## config.mk

```make
export PLATFORM = sky130hd
export DESIGN_NAME = calendar_add_seconds_flat
export DESIGN_NICKNAME = d
export VERILOG_FILES = /design/src/rtl/cas_pkg.sv /design/src/rtl/cas_stream_if.sv /design/src/rtl/cas_ctrl.sv /design/src/rtl/cas_dp.sv /design/src/rtl/calendar_add_seconds.sv /design/src/flat_wrapper.sv
export SDC_FILE = /design/constraint.sdc
export NUM_CORES = 2
export LEC_CHECK = 0
export ABC_AREA = 1
export BUFFER_PORTS_ARGS = -buffer_cell sky130_fd_sc_hd__buf_4
export CORE_ASPECT_RATIO = 1.75
export CORE_MARGIN = 8
export CORE_UTILIZATION = 60
export DETAILED_ROUTE_END_ITERATION = 8
export GPL_TIMING_DRIVEN = 0
export PLACE_DENSITY_LB_ADDON = 0.3
export REMOVE_ABC_BUFFERS = 1
export SLEW_MARGIN = 20
export SYNTH_ARGS = -nofsm -noshare
export SYNTH_HDL_FRONTEND = slang
export SYNTH_SLANG_ARGS = --single-unit
```

## constraint.sdc

```tcl
create_clock -name clk -period 9.2 [get_ports clk]
set_input_delay 1.84 -clock clk [delete_from_list [all_inputs] [get_ports clk]]
set_output_delay 1.84 -clock clk [all_outputs]
set_load 0.05 [all_outputs]
```

## src/rtl/cas_pkg.sv

```systemverilog
// Shared types, constants and calendar helper functions for the calendar adder.
`default_nettype none

package cas_pkg;

	localparam int unsigned YEAR_W  = 10;
	localparam int unsigned MONTH_W = 4;
	localparam int unsigned DAY_W   = 15;
	localparam int unsigned DIV_W   = 32;
	localparam int unsigned CNT_W   = 1;
	localparam int unsigned REM_W   = 6;

	localparam logic [REM_W-1:0]   DIV_SIXTY  = 6'd60;
	localparam logic [REM_W-1:0]   DIV_DAY    = 6'd24;
	localparam logic [CNT_W-1:0]   DIV_LAST   = 1'b1;
	localparam logic [MONTH_W-1:0] LAST_MONTH = 4'd11;
	localparam logic [MONTH_W-1:0] MONTHS     = 4'd12;
	localparam logic [MONTH_W-1:0] FEBRUARY   = 4'd1;
	localparam logic [YEAR_W-1:0]  YEAR_MAX   = 10'h3FF;

	// Reciprocals that give exact quotients for every 32-bit dividend:
	// x / 60 = (x * RECIP_SIXTY) >> 37 and x / 24 = (x * RECIP_DAY) >> 36.
	localparam logic [DIV_W-1:0]   RECIP_SIXTY = 32'h8888_8889;
	localparam logic [DIV_W-1:0]   RECIP_DAY   = 32'hAAAA_AAAB;
	localparam int unsigned        SHIFT_SIXTY = 37;
	localparam int unsigned        SHIFT_DAY   = 36;

	typedef struct packed {
		logic [9:0]  year_in;
		logic [3:0]  month_in;
		logic [4:0]  day_in;
		logic [4:0]  hour_in;
		logic [5:0]  minute_in;
		logic [5:0]  second_in;
		logic [30:0] add_seconds;
	} cas_in_t;

	typedef struct packed {
		logic [9:0] year_out;
		logic [3:0] month_out;
		logic [4:0] day_out;
		logic [4:0] hour_out;
		logic [5:0] minute_out;
		logic [5:0] second_out;
		logic       year_overflow;
	} cas_out_t;

	typedef enum logic [1:0] {
		ST_IDLE,
		ST_DIV,
		ST_WALK,
		ST_FINISH
	} cas_state_t;

	typedef enum logic [1:0] {
		PH_SEC,
		PH_MIN,
		PH_HOUR
	} cas_phase_t;

	typedef struct packed {
		logic load;
		logic div_step;
		logic walk_step;
		logic out_load;
	} cas_cmd_t;

	typedef struct packed {
		logic div_done;
		logic walk_done;
		logic out_busy;
	} cas_sts_t;

	// Years are counted from 1900, so the year 1900 + y is a multiple of four
	// exactly when y is. Within 1900..2923 the century years that are not
	// leap years are listed directly.
	function automatic logic is_leap(input logic [YEAR_W-1:0] year);
		logic century;
		century = (year == 10'd0)   || (year == 10'd200) || (year == 10'd300) ||
		          (year == 10'd400) || (year == 10'd600) || (year == 10'd700) ||
		          (year == 10'd800) || (year == 10'd1000);
		return (year[1:0] == 2'b00) && !century;
	endfunction

	function automatic logic [4:0] month_days(input logic [MONTH_W-1:0] month,
	                                          input logic [YEAR_W-1:0] year);
		logic [4:0] len;
		unique case (month)
			4'd0, 4'd2, 4'd4, 4'd6, 4'd7, 4'd9, 4'd11: len = 5'd31;
			4'd3, 4'd5, 4'd8, 4'd10:                   len = 5'd30;
			4'd1:                                      len = is_leap(year) ? 5'd29 : 5'd28;
			default:                                   len = 5'd31;
		endcase
		return len;
	endfunction

endpackage

`default_nettype wire

```

## src/rtl/cas_stream_if.sv

```systemverilog
// Valid/ready stream interface that carries one payload item per handshake.
`default_nettype none

interface cas_stream_if #(
	parameter type payload_t = logic
);
	logic     valid;
	logic     ready;
	payload_t data;

	modport source (output valid, output data, input ready);
	modport sink   (input valid, input data, output ready);
endinterface

`default_nettype wire

```

## src/rtl/cas_ctrl.sv

```systemverilog
// Controller state machine that sequences the carry divisions and the month walk.
`default_nettype none

module cas_ctrl (
	input  wire logic              clk,
	input  wire logic              arst_n,
	input  wire logic              in_valid,
	output logic                   in_ready,
	input  wire cas_pkg::cas_sts_t sts,
	output cas_pkg::cas_cmd_t      cmd
);
	import cas_pkg::*;

	cas_state_t state_q;
	cas_state_t state_d;

	always_ff @(posedge clk or negedge arst_n) begin
		if (!arst_n) begin
			state_q <= ST_IDLE;
		end else begin
			state_q <= state_d;
		end
	end

	always_comb begin
		state_d = state_q;
		unique case (state_q)
			ST_IDLE: begin
				if (in_valid) state_d = ST_DIV;
			end
			ST_DIV: begin
				if (sts.div_done) state_d = ST_WALK;
			end
			ST_WALK: begin
				if (sts.walk_done) state_d = ST_FINISH;
			end
			ST_FINISH: begin
				if (!sts.out_busy) state_d = ST_IDLE;
			end
			default: state_d = ST_IDLE;
		endcase
	end

	always_comb begin
		cmd      = '0;
		in_ready = 1'b0;
		unique case (state_q)
			ST_IDLE: begin
				in_ready = 1'b1;
				cmd.load = in_valid;
			end
			ST_DIV: begin
				cmd.div_step = 1'b1;
			end
			ST_WALK: begin
				cmd.walk_step = !sts.walk_done;
			end
			ST_FINISH: begin
				cmd.out_load = !sts.out_busy;
			end
			default: begin
				cmd = '0;
			end
		endcase
	end

`ifndef SYNTHESIS
	a_div_done_in_div: assert property (@(posedge clk) disable iff (!arst_n)
		sts.div_done |-> state_q == ST_DIV)
		else $error("division finished outside the division state");
`endif

endmodule

`default_nettype wire

```

## src/rtl/cas_dp.sv

```systemverilog
// Datapath: shared reciprocal divider for the time carries, month walker, result register.
`default_nettype none

module cas_dp (
	input  wire logic              clk,
	input  wire logic              arst_n,
	input  wire cas_pkg::cas_cmd_t cmd,
	output cas_pkg::cas_sts_t      sts,
	input  wire cas_pkg::cas_in_t  in_data,
	output logic                   out_valid,
	input  wire logic              out_ready,
	output cas_pkg::cas_out_t      out_data
);
	import cas_pkg::*;

	logic [YEAR_W-1:0]  year_q;
	logic [MONTH_W-1:0] month_q;
	logic [DAY_W-1:0]   day_q;
	logic [4:0]         hour_q;
	logic [5:0]         min_q;
	logic [5:0]         sec_q;
	logic               ovf_q;

	logic [DIV_W-1:0]   div_num_q;
	logic [DIV_W-1:0]   quot_q;
	logic [CNT_W-1:0]   div_cnt_q;
	cas_phase_t         phase_q;

	logic               out_valid_q;
	cas_out_t           out_data_q;

	logic [REM_W-1:0]   divisor;
	logic [DIV_W-1:0]   recip;
	logic [2*DIV_W-1:0] mul_prod;
	logic [DIV_W-1:0]   quot;
	logic [REM_W-1:0]   rem_new;
	logic               div_last;
	logic [4:0]         dim;
	logic               walk_done;
	logic               month_wrap_in;

	always_comb begin
		divisor   = (phase_q == PH_HOUR) ? DIV_DAY : DIV_SIXTY;
		recip     = (phase_q == PH_HOUR) ? RECIP_DAY : RECIP_SIXTY;
		mul_prod  = (2*DIV_W)'(div_num_q) * (2*DIV_W)'(recip);
		quot      = (phase_q == PH_HOUR) ? DIV_W'(mul_prod >> SHIFT_DAY)
		                                 : DIV_W'(mul_prod >> SHIFT_SIXTY);
		// The remainder is below 64, so the low bits of the difference suffice.
		rem_new   = div_num_q[REM_W-1:0] - REM_W'(quot_q[REM_W-1:0] * divisor);
		div_last  = (div_cnt_q == DIV_LAST);
		dim       = month_days(month_q, year_q);
		walk_done = (day_q <= DAY_W'(dim));
		month_wrap_in = (in_data.month_in >= MONTHS);
	end

	assign sts.div_done  = div_last && (phase_q == PH_HOUR);
	assign sts.walk_done = walk_done;
	assign sts.out_busy  = out_valid_q && !out_ready;

	// Divider control: step counter and phase.
	always_ff @(posedge clk or negedge arst_n) begin
		if (!arst_n) begin
			div_cnt_q <= '0;
			phase_q   <= PH_SEC;
		end else if (cmd.load) begin
			div_cnt_q <= '0;
			phase_q   <= PH_SEC;
		end else if (cmd.div_step) begin
			div_cnt_q <= div_cnt_q + 1'b1;
			if (div_last) begin
				unique case (phase_q)
					PH_SEC:  phase_q <= PH_MIN;
					PH_MIN:  phase_q <= PH_HOUR;
					default: phase_q <= PH_HOUR;
				endcase
			end
		end
	end

	// Working registers. Each division takes two steps: the first registers the
	// quotient from the reciprocal product, the second forms the remainder and
	// adds the quotient to the next field up, which becomes the next dividend.
	always_ff @(posedge clk) begin
		if (cmd.load) begin
			if (month_wrap_in) begin
				month_q <= in_data.month_in - MONTHS;
				year_q  <= in_data.year_in + 1'b1;
				ovf_q   <= (in_data.year_in == YEAR_MAX);
			end else begin
				month_q <= in_data.month_in;
				year_q  <= in_data.year_in;
				ovf_q   <= 1'b0;
			end
			day_q     <= DAY_W'(in_data.day_in);
			hour_q    <= in_data.hour_in;
			min_q     <= in_data.minute_in;
			sec_q     <= '0;
			div_num_q <= DIV_W'(in_data.second_in) + DIV_W'(in_data.add_seconds);
			quot_q    <= '0;
		end else if (cmd.div_step) begin
			if (div_last) begin
				case (phase_q)
					PH_SEC: begin
						sec_q     <= rem_new;
						div_num_q <= quot_q + DIV_W'(min_q);
					end
					PH_MIN: begin
						min_q     <= rem_new;
						div_num_q <= quot_q + DIV_W'(hour_q);
					end
					default: begin
						hour_q    <= rem_new[4:0];
						day_q     <= day_q + quot_q[DAY_W-1:0];
						div_num_q <= quot_q;
					end
				endcase
			end else begin
				quot_q <= quot;
			end
		end else if (cmd.walk_step) begin
			day_q <= day_q - DAY_W'(dim);
			if (month_q == LAST_MONTH) begin
				month_q <= '0;
				year_q  <= year_q + 1'b1;
				if (year_q == YEAR_MAX) ovf_q <= 1'b1;
			end else begin
				month_q <= month_q + 1'b1;
			end
		end
	end

	always_ff @(posedge clk or negedge arst_n) begin
		if (!arst_n) begin
			out_valid_q <= 1'b0;
		end else if (cmd.out_load) begin
			out_valid_q <= 1'b1;
		end else if (out_ready) begin
			out_valid_q <= 1'b0;
		end
	end

	always_ff @(posedge clk) begin
		if (cmd.out_load) begin
			out_data_q.year_out      <= year_q;
			out_data_q.month_out     <= month_q;
			out_data_q.day_out       <= day_q[4:0];
			out_data_q.hour_out      <= hour_q;
			out_data_q.minute_out    <= min_q;
			out_data_q.second_out    <= sec_q;
			out_data_q.year_overflow <= ovf_q;
		end
	end

	assign out_valid = out_valid_q;
	assign out_data  = out_data_q;

`ifndef SYNTHESIS
	a_month_in_range: assert property (@(posedge clk) disable iff (!arst_n)
		cmd.walk_step |-> month_q <= LAST_MONTH)
		else $error("month left its range during the walk");
	a_time_normalized: assert property (@(posedge clk) disable iff (!arst_n)
		cmd.out_load |-> (sec_q < 6'd60) && (min_q < 6'd60) && (hour_q < 5'd24))
		else $error("time fields not normalized at result load");
	a_walk_shrinks_day: assert property (@(posedge clk) disable iff (!arst_n)
		cmd.walk_step |=> day_q < $past(day_q))
		else $error("month walk did not reduce the day count");
`endif

endmodule

`default_nettype wire

```

## src/rtl/calendar_add_seconds.sv

```systemverilog
// Top level of the calendar adder: adds a second count to a broken-down date and time.
//
//   channel  role    payload
//   req      sink    cas_in_t  : date, time and seconds to add
//   rsp      source  cas_out_t : later date and time, year overflow flag
//
// One item at a time: an accept state, then the three carries (by 60, 60 and 24,
// each a reciprocal multiply and then a remainder step), then the month walk, one
// month per step, then a load of the result register. The month walk dominates:
// the largest add walks about 820 months through the shared day register.
// Reset clears the controller and the result valid flag; no clearing pass.
// A stalled result holds in its register; the next item is taken once it has loaded.
`default_nettype none

module calendar_add_seconds (
	input wire logic     clk,
	input wire logic     arst_n,
	cas_stream_if.sink   req,
	cas_stream_if.source rsp
);
	import cas_pkg::*;

	cas_cmd_t cmd;
	cas_sts_t sts;
	logic     in_ready;
	cas_in_t  in_data;
	cas_out_t out_data;
	logic     out_valid;

	assign in_data   = req.data;
	assign req.ready = in_ready;
	assign rsp.valid = out_valid;
	assign rsp.data  = out_data;

	cas_ctrl u_ctrl (
		.clk      (clk),
		.arst_n   (arst_n),
		.in_valid (req.valid),
		.in_ready (in_ready),
		.sts      (sts),
		.cmd      (cmd)
	);

	cas_dp u_dp (
		.clk       (clk),
		.arst_n    (arst_n),
		.cmd       (cmd),
		.sts       (sts),
		.in_data   (in_data),
		.out_valid (out_valid),
		.out_ready (rsp.ready),
		.out_data  (out_data)
	);

endmodule

`default_nettype wire

```

## src/flat_wrapper.sv

```systemverilog
// flat-port wrapper written by rule: the top's interface ports become plain ports
module calendar_add_seconds_flat import cas_pkg::*;
  (clk, arst_n, req_valid, req_data, req_ready, rsp_valid, rsp_data, rsp_ready);
  cas_stream_if #(.payload_t(cas_in_t)) req_i ();
  cas_stream_if #(.payload_t(cas_out_t)) rsp_i ();
  input wire logic clk;
  input wire logic arst_n;
  input wire logic [$bits(req_i.valid)-1:0] req_valid;
  input wire logic [$bits(req_i.data)-1:0] req_data;
  output wire logic [$bits(req_i.ready)-1:0] req_ready;
  output wire logic [$bits(rsp_i.valid)-1:0] rsp_valid;
  output wire logic [$bits(rsp_i.data)-1:0] rsp_data;
  input wire logic [$bits(rsp_i.ready)-1:0] rsp_ready;
  assign req_i.valid = req_valid;
  assign req_i.data = req_data;
  assign req_ready = req_i.ready;
  assign rsp_valid = rsp_i.valid;
  assign rsp_data = rsp_i.data;
  assign rsp_i.ready = rsp_ready;
  calendar_add_seconds u_core (.clk(clk), .arst_n(arst_n), .req(req_i), .rsp(rsp_i));
endmodule
```

# Word-level counts from Yosys, hierarchy flattened
# Cells that the tools add are included.
[totals] elab_cells=163 register_bits=154 inputBits=71
[classes] n_mux=56 n_addsub=11 bitwise_logic=1 order_cmp=2 reduce_logical=40 n_eq_ne=30 multipliers=2
[ops] cell="$mux W32" count=3
[ops] cell="$mul A32 B32 Y64" count=1
[ops] cell="$pmux W32 S2" count=1
[ops] cell="$eq A10 B10 Y1 const B" count=6
[ops] cell="$mux W15" count=4
[ops] cell="$mux W10" count=5
[ops] cell="$add A32 B5 Y32" count=1
[ops] cell="$add A32 B6 Y32" count=1
[ops] cell="$add A6 B31 Y32" count=1
[ops] cell="$mux W30" count=1
[ops] cell="$mux W6" count=5
[ops] cell="$mux W28" count=1
[ops] cell="$mux W5" count=5
[ops] cell="$add A10 B1 Y10 const B" count=2
[ops] cell="$eq A10 B9 Y1 const B" count=2
[ops] cell="$mux W4" count=5
[ops] cell="$reduce_and A3 Y1" count=6
[ops] cell="$mux W1" count=16
[ops] cell="$mux W2" count=8
[ops] cell="$reduce_bool A2 Y1" count=8
[ops] cell="$add A15 B15 Y15" count=1
[ops] cell="$le A15 B5 Y1" count=1
[ops] cell="$sub A15 B5 Y15" count=1
[ops] cell="$eq A4 B4 Y1 const B" count=3
[ops] cell="other kinds (28)" count=54

# Logic depth before layout (Yosys ltp)
[logic_depth] word_depth=18 depth_mapped=43 ltp_nobuf=43

# Hierarchy
# From an unflattened synthesis, not the netlist that was laid out.
[hier_totals] hier_cells=3789 area_unflattened_um2=29418.2
[modules_own_cells] mod="cas_dp" area_per_inst_um2=29203.0 cells_each=3759 instances=1 seq_area_each_um2=3983.8
[modules_own_cells] mod="cas_ctrl" area_per_inst_um2=215.2 cells_each=30 instances=1 seq_area_each_um2=50.0

# Least setup slack after synthesis
# OpenSTA, ideal clock, no wires.
[synth_path] path_kind="register to register" startpoint="reg u_core.u_dp.phase_q[0]" endpoint="reg u_core.u_dp.quot_q[24]" arrival_time_ns=6.727 setup_ns=0.110 synth_period_minus_slack_ns=6.837 required_ns=9.090 stages_incl_launch_ff=36 setup_slack_ns=2.363 path_cell_list="dfrtp_1 -> inv_2 -> nand2_4 -> buf_4 -> buf_2 -> nor2_2 -> inv_1 -> nor2_1 -> inv_1 -> nand2_1 -> inv_1 -> fa_1 -> inv_1 -> fa_1 -> inv_1 -> fa_1 -> fa_1 -> inv_1 -> fa_1 -> inv_1 -> fa_1 -> ha_1 -> ha_1 -> nand2_1 -> nor2_1 -> inv_1 -> nor2_1 -> inv_1 -> nor4_1 -> nand2_1 -> nand2_1 -> nand2_1 -> nand3_1 -> nand3_1 -> nand2_1 -> inv_1"
[synth_between] elab_chain_cells=4
[synth_rtl] item="start, declared" line="cas_dp.sv:27" text="cas_phase_t phase_q;"
[synth_rtl] item="start signal, assigned" line="cas_dp.sv:64" text="phase_q <= PH_SEC;"
[synth_rtl] item="start signal, assigned" line="cas_dp.sv:67" text="phase_q <= PH_SEC;"
[synth_rtl] item="start signal, assigned" line="cas_dp.sv:72" text="PH_SEC: phase_q <= PH_MIN;"
[synth_rtl] item="$eq A2 B2 Y1 (*)" line="cas_dp.sv:44, cas_dp.sv:46"
[synth_rtl] item="$mux W30" line="cas_dp.sv:44" text="recip = (phase_q == PH_HOUR) ? RECIP_DAY : RECIP_SIXTY;"
[synth_rtl] item="$mul A32 B32 Y64" line="cas_dp.sv:45" text="mul_prod = (2*DIV_W)'(div_num_q) * (2*DIV_W)'(recip);"
[synth_rtl] item="$mux W28 (*)" line="cas_dp.sv:46" text="quot = (phase_q == PH_HOUR) ? DIV_W'(mul_prod >> SHIFT_DAY)"
[synth_rtl] item="end signal, assigned" line="cas_dp.sv:118" text="quot_q <= quot;"
[synth_rtl] item="end, declared" line="cas_dp.sv:25" text="logic [DIV_W-1:0] quot_q;"
# Mark *: on every way between the ends. The rest lies on a longest branch, timed or not.
# A chain may end at the register's enable or synchronous reset.

# Worst setup path after layout
[layout_path] startpoint="reg u_core.u_dp.div_num_q[0]" endpoint="reg u_core.u_dp.quot_q[25]"
[layout_between] elab_chain_cells=2
[layout_rtl] item="start, declared" line="cas_dp.sv:24" text="logic [DIV_W-1:0] div_num_q;"
[layout_rtl] item="start signal, assigned" line="cas_dp.sv:98" text="div_num_q <= DIV_W'(in_data.second_in) + DIV_W'(in_data.add_seconds);"
[layout_rtl] item="start signal, assigned" line="cas_dp.sv:105" text="div_num_q <= quot_q + DIV_W'(min_q);"
[layout_rtl] item="start signal, assigned" line="cas_dp.sv:109" text="div_num_q <= quot_q + DIV_W'(hour_q);"
[layout_rtl] item="$mul A32 B32 Y64" line="cas_dp.sv:45"
[layout_rtl] item="$mux W28" line="cas_dp.sv:46"
# No other way between the ends.

==> results.py <==
metrics = {
    "logic_synthesis": {
        "ys_async_sr_fraction_pct": 4.000,
        "yosys_warnings": 0,
        "synth_top_cell_area_share_pct": 26.49,
        "synth.cell_area_sq_um": 29620,
        "syn_area_per_cell_sq_um": 7.653,
        "synth_area_leaders": "fa_1 26%, ha_1 17%, inv_1 13%",
        "ys_types": 53,
        "ys_ff_latch": 150,
        "synth_edf_count": 100,
        "synth-seq-area-share_pct": 13.62,
        "synth_largest_area_cell": "fa_1",
        "postSynthCellCount": 3871,
        "synth-main-ff-cell": "edfxtp_1",
    },
    "die": {
        "chipWidth_um": 184.0,
        "start_util_pct": 60.23,
        "coreArea_sq_um": 49190,
        "rows": 108,
        "die_height_um": 310.0,
        "ios": 110,
        "dieArea_sq_um": 57020,
    },
    "finish": {
        "fillers": 4532,
        "syn2layout_area_growth_pct": 8.084,
        "instances_no_fill": 4646,
        "drive_gt1_share_pct": 5.173,
        "nNetsFinal": 4853,
    },
    "clock_tree": {
        "worstSkewPairLatency_ns": 0.49,
        "root_buffer": "clkbuf_16",
        "cts_tree": "built",
        "cts.clk_slew.worst_paths_ns": 0.06,
        "htree_levels": 4,
        "clockBufferDepth": 3,
        "hold_buffers": 0,
        "cts_buffers": 25,
        "cts_sinks": 150,
    },
    "placement": {
        "dp_hpwl_mm": 92.99,
        "post-place-cells": 4606,
        "port_buffers": 109,
        "routabilityCongestion": 1.074,
    },
    "grt": {
        "grt_use_total_pct": 39.18,
        "grt_pass1_vias": 27420,
        "antenna_found_initial": 3,
        "grt_pass1_wl_mm": 161.9,
        "grt_max_degree": 49,
        "grt-ovfl-total": 0,
    },
    "critical_path": {
        "cp_slowest_cell": "edfxtp_1",
        "worstRegToRegCells": 26,
        "cp-end-kind": "flop",
        "max_stage_delay_ns": 1.03,
        "crit_arrival_ns": 9.29,
        "cp.required_ns": 9.58,
        "worstReg2RegStart": "u_core.u_dp.div_num_q[0]",
        "critPathKind": "flop to flop",
        "crit_fanout": 9,
        "reg2reg_to": "u_core.u_dp.quot_q[25]",
        "worstSetupStartpoint": "u_core.u_dp.div_num_q[0]",
        "start_kind": "flop",
        "worst-r2r-setup-slack_ns": 0.29,
    },
    "timing": {
        "finalCritPeriodShare_pct": 96.82,
        "fin_crit_ns": 8.908,
        "rsz0062_at_grt": "no",
        "max_freq_mhz": 112.3,
        "setup_viol": 0,
        "fin_skew_ns": 0.01473,
        "worst_pin_slew_ns": 1.043,
        "slew_headroom_pct": 30.44,
        "slew_viol_final": 0,
        "hold_viol_final": 0,
    },
    "routing": {
        "viasPerCell": 5.542,
        "drc": 0,
        "wirelength_mm": 108.2,
        "drtPass1Iterations": 5,
        "via_count": 25750,
        "drt_iter0_drc": 1615,
        "wire_per_inst_um": 23.29,
        "antenna_left": 0,
    },
    "worst_hold_path": {
        "hold-path-cell-count": 0,
        "min_to": "u_core.u_dp.out_data[0]",
        "hold_start": "u_core.u_dp.ovf_q",
        "min_path_type": "flop to flop",
    },
    "status": {
        "status": "completed",
    },
    "run": {
        "drv_cap": 0,
    },
}
-- state kept, by name, summed over array words and instances (netlist names) --
signal,cells
u_core.u_dp.month_q,4
u_core.u_dp.sec_q,6
u_core.u_dp.min_q,6
u_core.u_dp.hour_q,5
u_core.u_dp.div_cnt_q,1
u_core.u_dp.year_q,10
u_core.u_dp.quot_q,28
u_core.u_dp.out_data,37
u_core.u_ctrl.state_q,2
u_core.u_dp.day_q,15
u_core.u_dp.ovf_q,1
u_core.u_dp.phase_q,2
u_core.u_dp.out_valid,1
u_core.u_dp.div_num_q,32
-- worst max-delay path, delay by kind of cell, from the launching register on --
| family | cells | cell delay (ns) |
|---|---|---|
| buf+inv | 6 | 0.92 |
| compound gates | 3 | 0.89 |
| flops | 1 | 1.03 |
| fa+ha+maj | 8 | 4.48 |
| simple gates | 9 | 1.44 |
-- cells by family (layout without fill, tap and decap cells) --
group / count (synthesis) / after routing / share of synthesized area [%]
simple gates: 1383 / 1383 / 19.68
buf+inv: 1101 / 1212 / 14.00
fa+ha+maj: 806 / 806 / 43.98
compound gates: 359 / 359 / 6.597
flops: 150 / 150 / 13.62
xor+xnor: 72 / 72 / 2.129
other cells: 0 / 4 / 0
-- cells in the mapped netlist, types with 3 or more instances --
library cell,count
inv_1,1050
nand2_1,750
ha_1,414
fa_1,392
nor2_1,302
nand3_1,177
a21oi_1,164
o21ai_0,121
edfxtp_1,100
nor3_1,48
xor2_1,47
dfxtp_1,44
nand4_1,36
clkbuf_1,28
xnor2_1,25
nand3b_1,15
nor4_1,13
o21bai_1,13
nor2_2,12
a31oi_1,10
inv_2,10
or2_2,10
a21o_1,9
buf_2,9
o21ai_1,8
o31ai_1,7
dfrtp_1,6
nor2_4,6
o22ai_1,6
o211ai_1,4
a21boi_0,3
o21a_1,3
o32ai_1,3
or2_1,3
-- stage by stage --
step / utilization, % / TNS, ns / setup slack [ns] / instance area (sq um) / hold slack [ns]
final: 65.10 / 0 / 0.2925 / 32020 / 0.4190
after global routing: 65.08 / 0 / 0.004110 / 32010 / 0.4296
after CTS: 64.98 / 0 / 0.08092 / 31960 / 0.4196
after detailed placement: 63.52 / -0.6544 / -0.1764 / 31240 / 0.4045
after global placement: 63.24 / -1.871 / -0.2737 / 31100 / 0.4008
after floorplan: - / 0 / 2.284 / 29460 / 0.4003
-- area by class of cell --
| type | count | area [sq um] | area share, % |
|---|---|---|---|
| Clock inverter | 4 | 42.54 | 0.1329 |
| Inverter | 1061 | 3985 | 12.45 |
| Sequential cell | 150 | 4035 | 12.60 |
| Antenna cell | 4 | 10.01 | 0.03126 |
| Multi-Input combinational cell | 2620 | 21500 | 67.16 |
| Timing Repair Buffer | 118 | 947.2 | 2.958 |
| Clock buffer | 29 | 670.6 | 2.094 |
| Tap cell | 660 | 825.8 | 2.579 |
-- layer usage --
layer	part of all wire, %	up-vias	GRT usage (%)
met5	0	-	0
met4	14	0	44.31
met3	5.5	543	6.978
met2	50	1078	68.22
met1	31	12060	35.97
li1	-	12070	-
-- placed cells by master, fill, tap and decap left out, types with 44 or more instances in the layout --
cell	netlist	routed
inv_1	1050	1049
nand2_1	750	748
ha_1	414	414
fa_1	392	392
nor2_1	302	296
nand3_1	177	177
a21oi_1	164	163
o21ai_0	121	121
buf_4	1	113
edfxtp_1	100	100
nor3_1	48	47
xor2_1	47	47
dfxtp_1	44	44
-- how the worst max path moves through the flow --
stage	endpoint	slack, ns	cells past startpoint
final	u_core.u_dp.quot_q[25]	0.29	26
after global routing	u_core.u_dp.quot_q[25]	0.004	30
after CTS	u_core.u_dp.quot_q[25]	0.08	33
after detailed placement	u_core.u_dp.quot_q[25]	-0.18	33
after global placement	u_core.u_dp.quot_q[26]	-0.27	29
after floorplan	u_core.u_dp.quot_q[24]	2.28	32
-- repair_timing --
| item | CTS | global route |
|---|---|---|
| endpoints found under the hold margin | 0 | 0 |
| endpoints found under the setup margin | 13 | 28 |
| pin swaps | 0 | 1 |
| gates resized for setup | 2 | 7 |
| setup buffers | 0 | 3 |
Power is not shown: default switching activity piles up to over one toggle a cycle in this logic, so the estimate is an artifact.
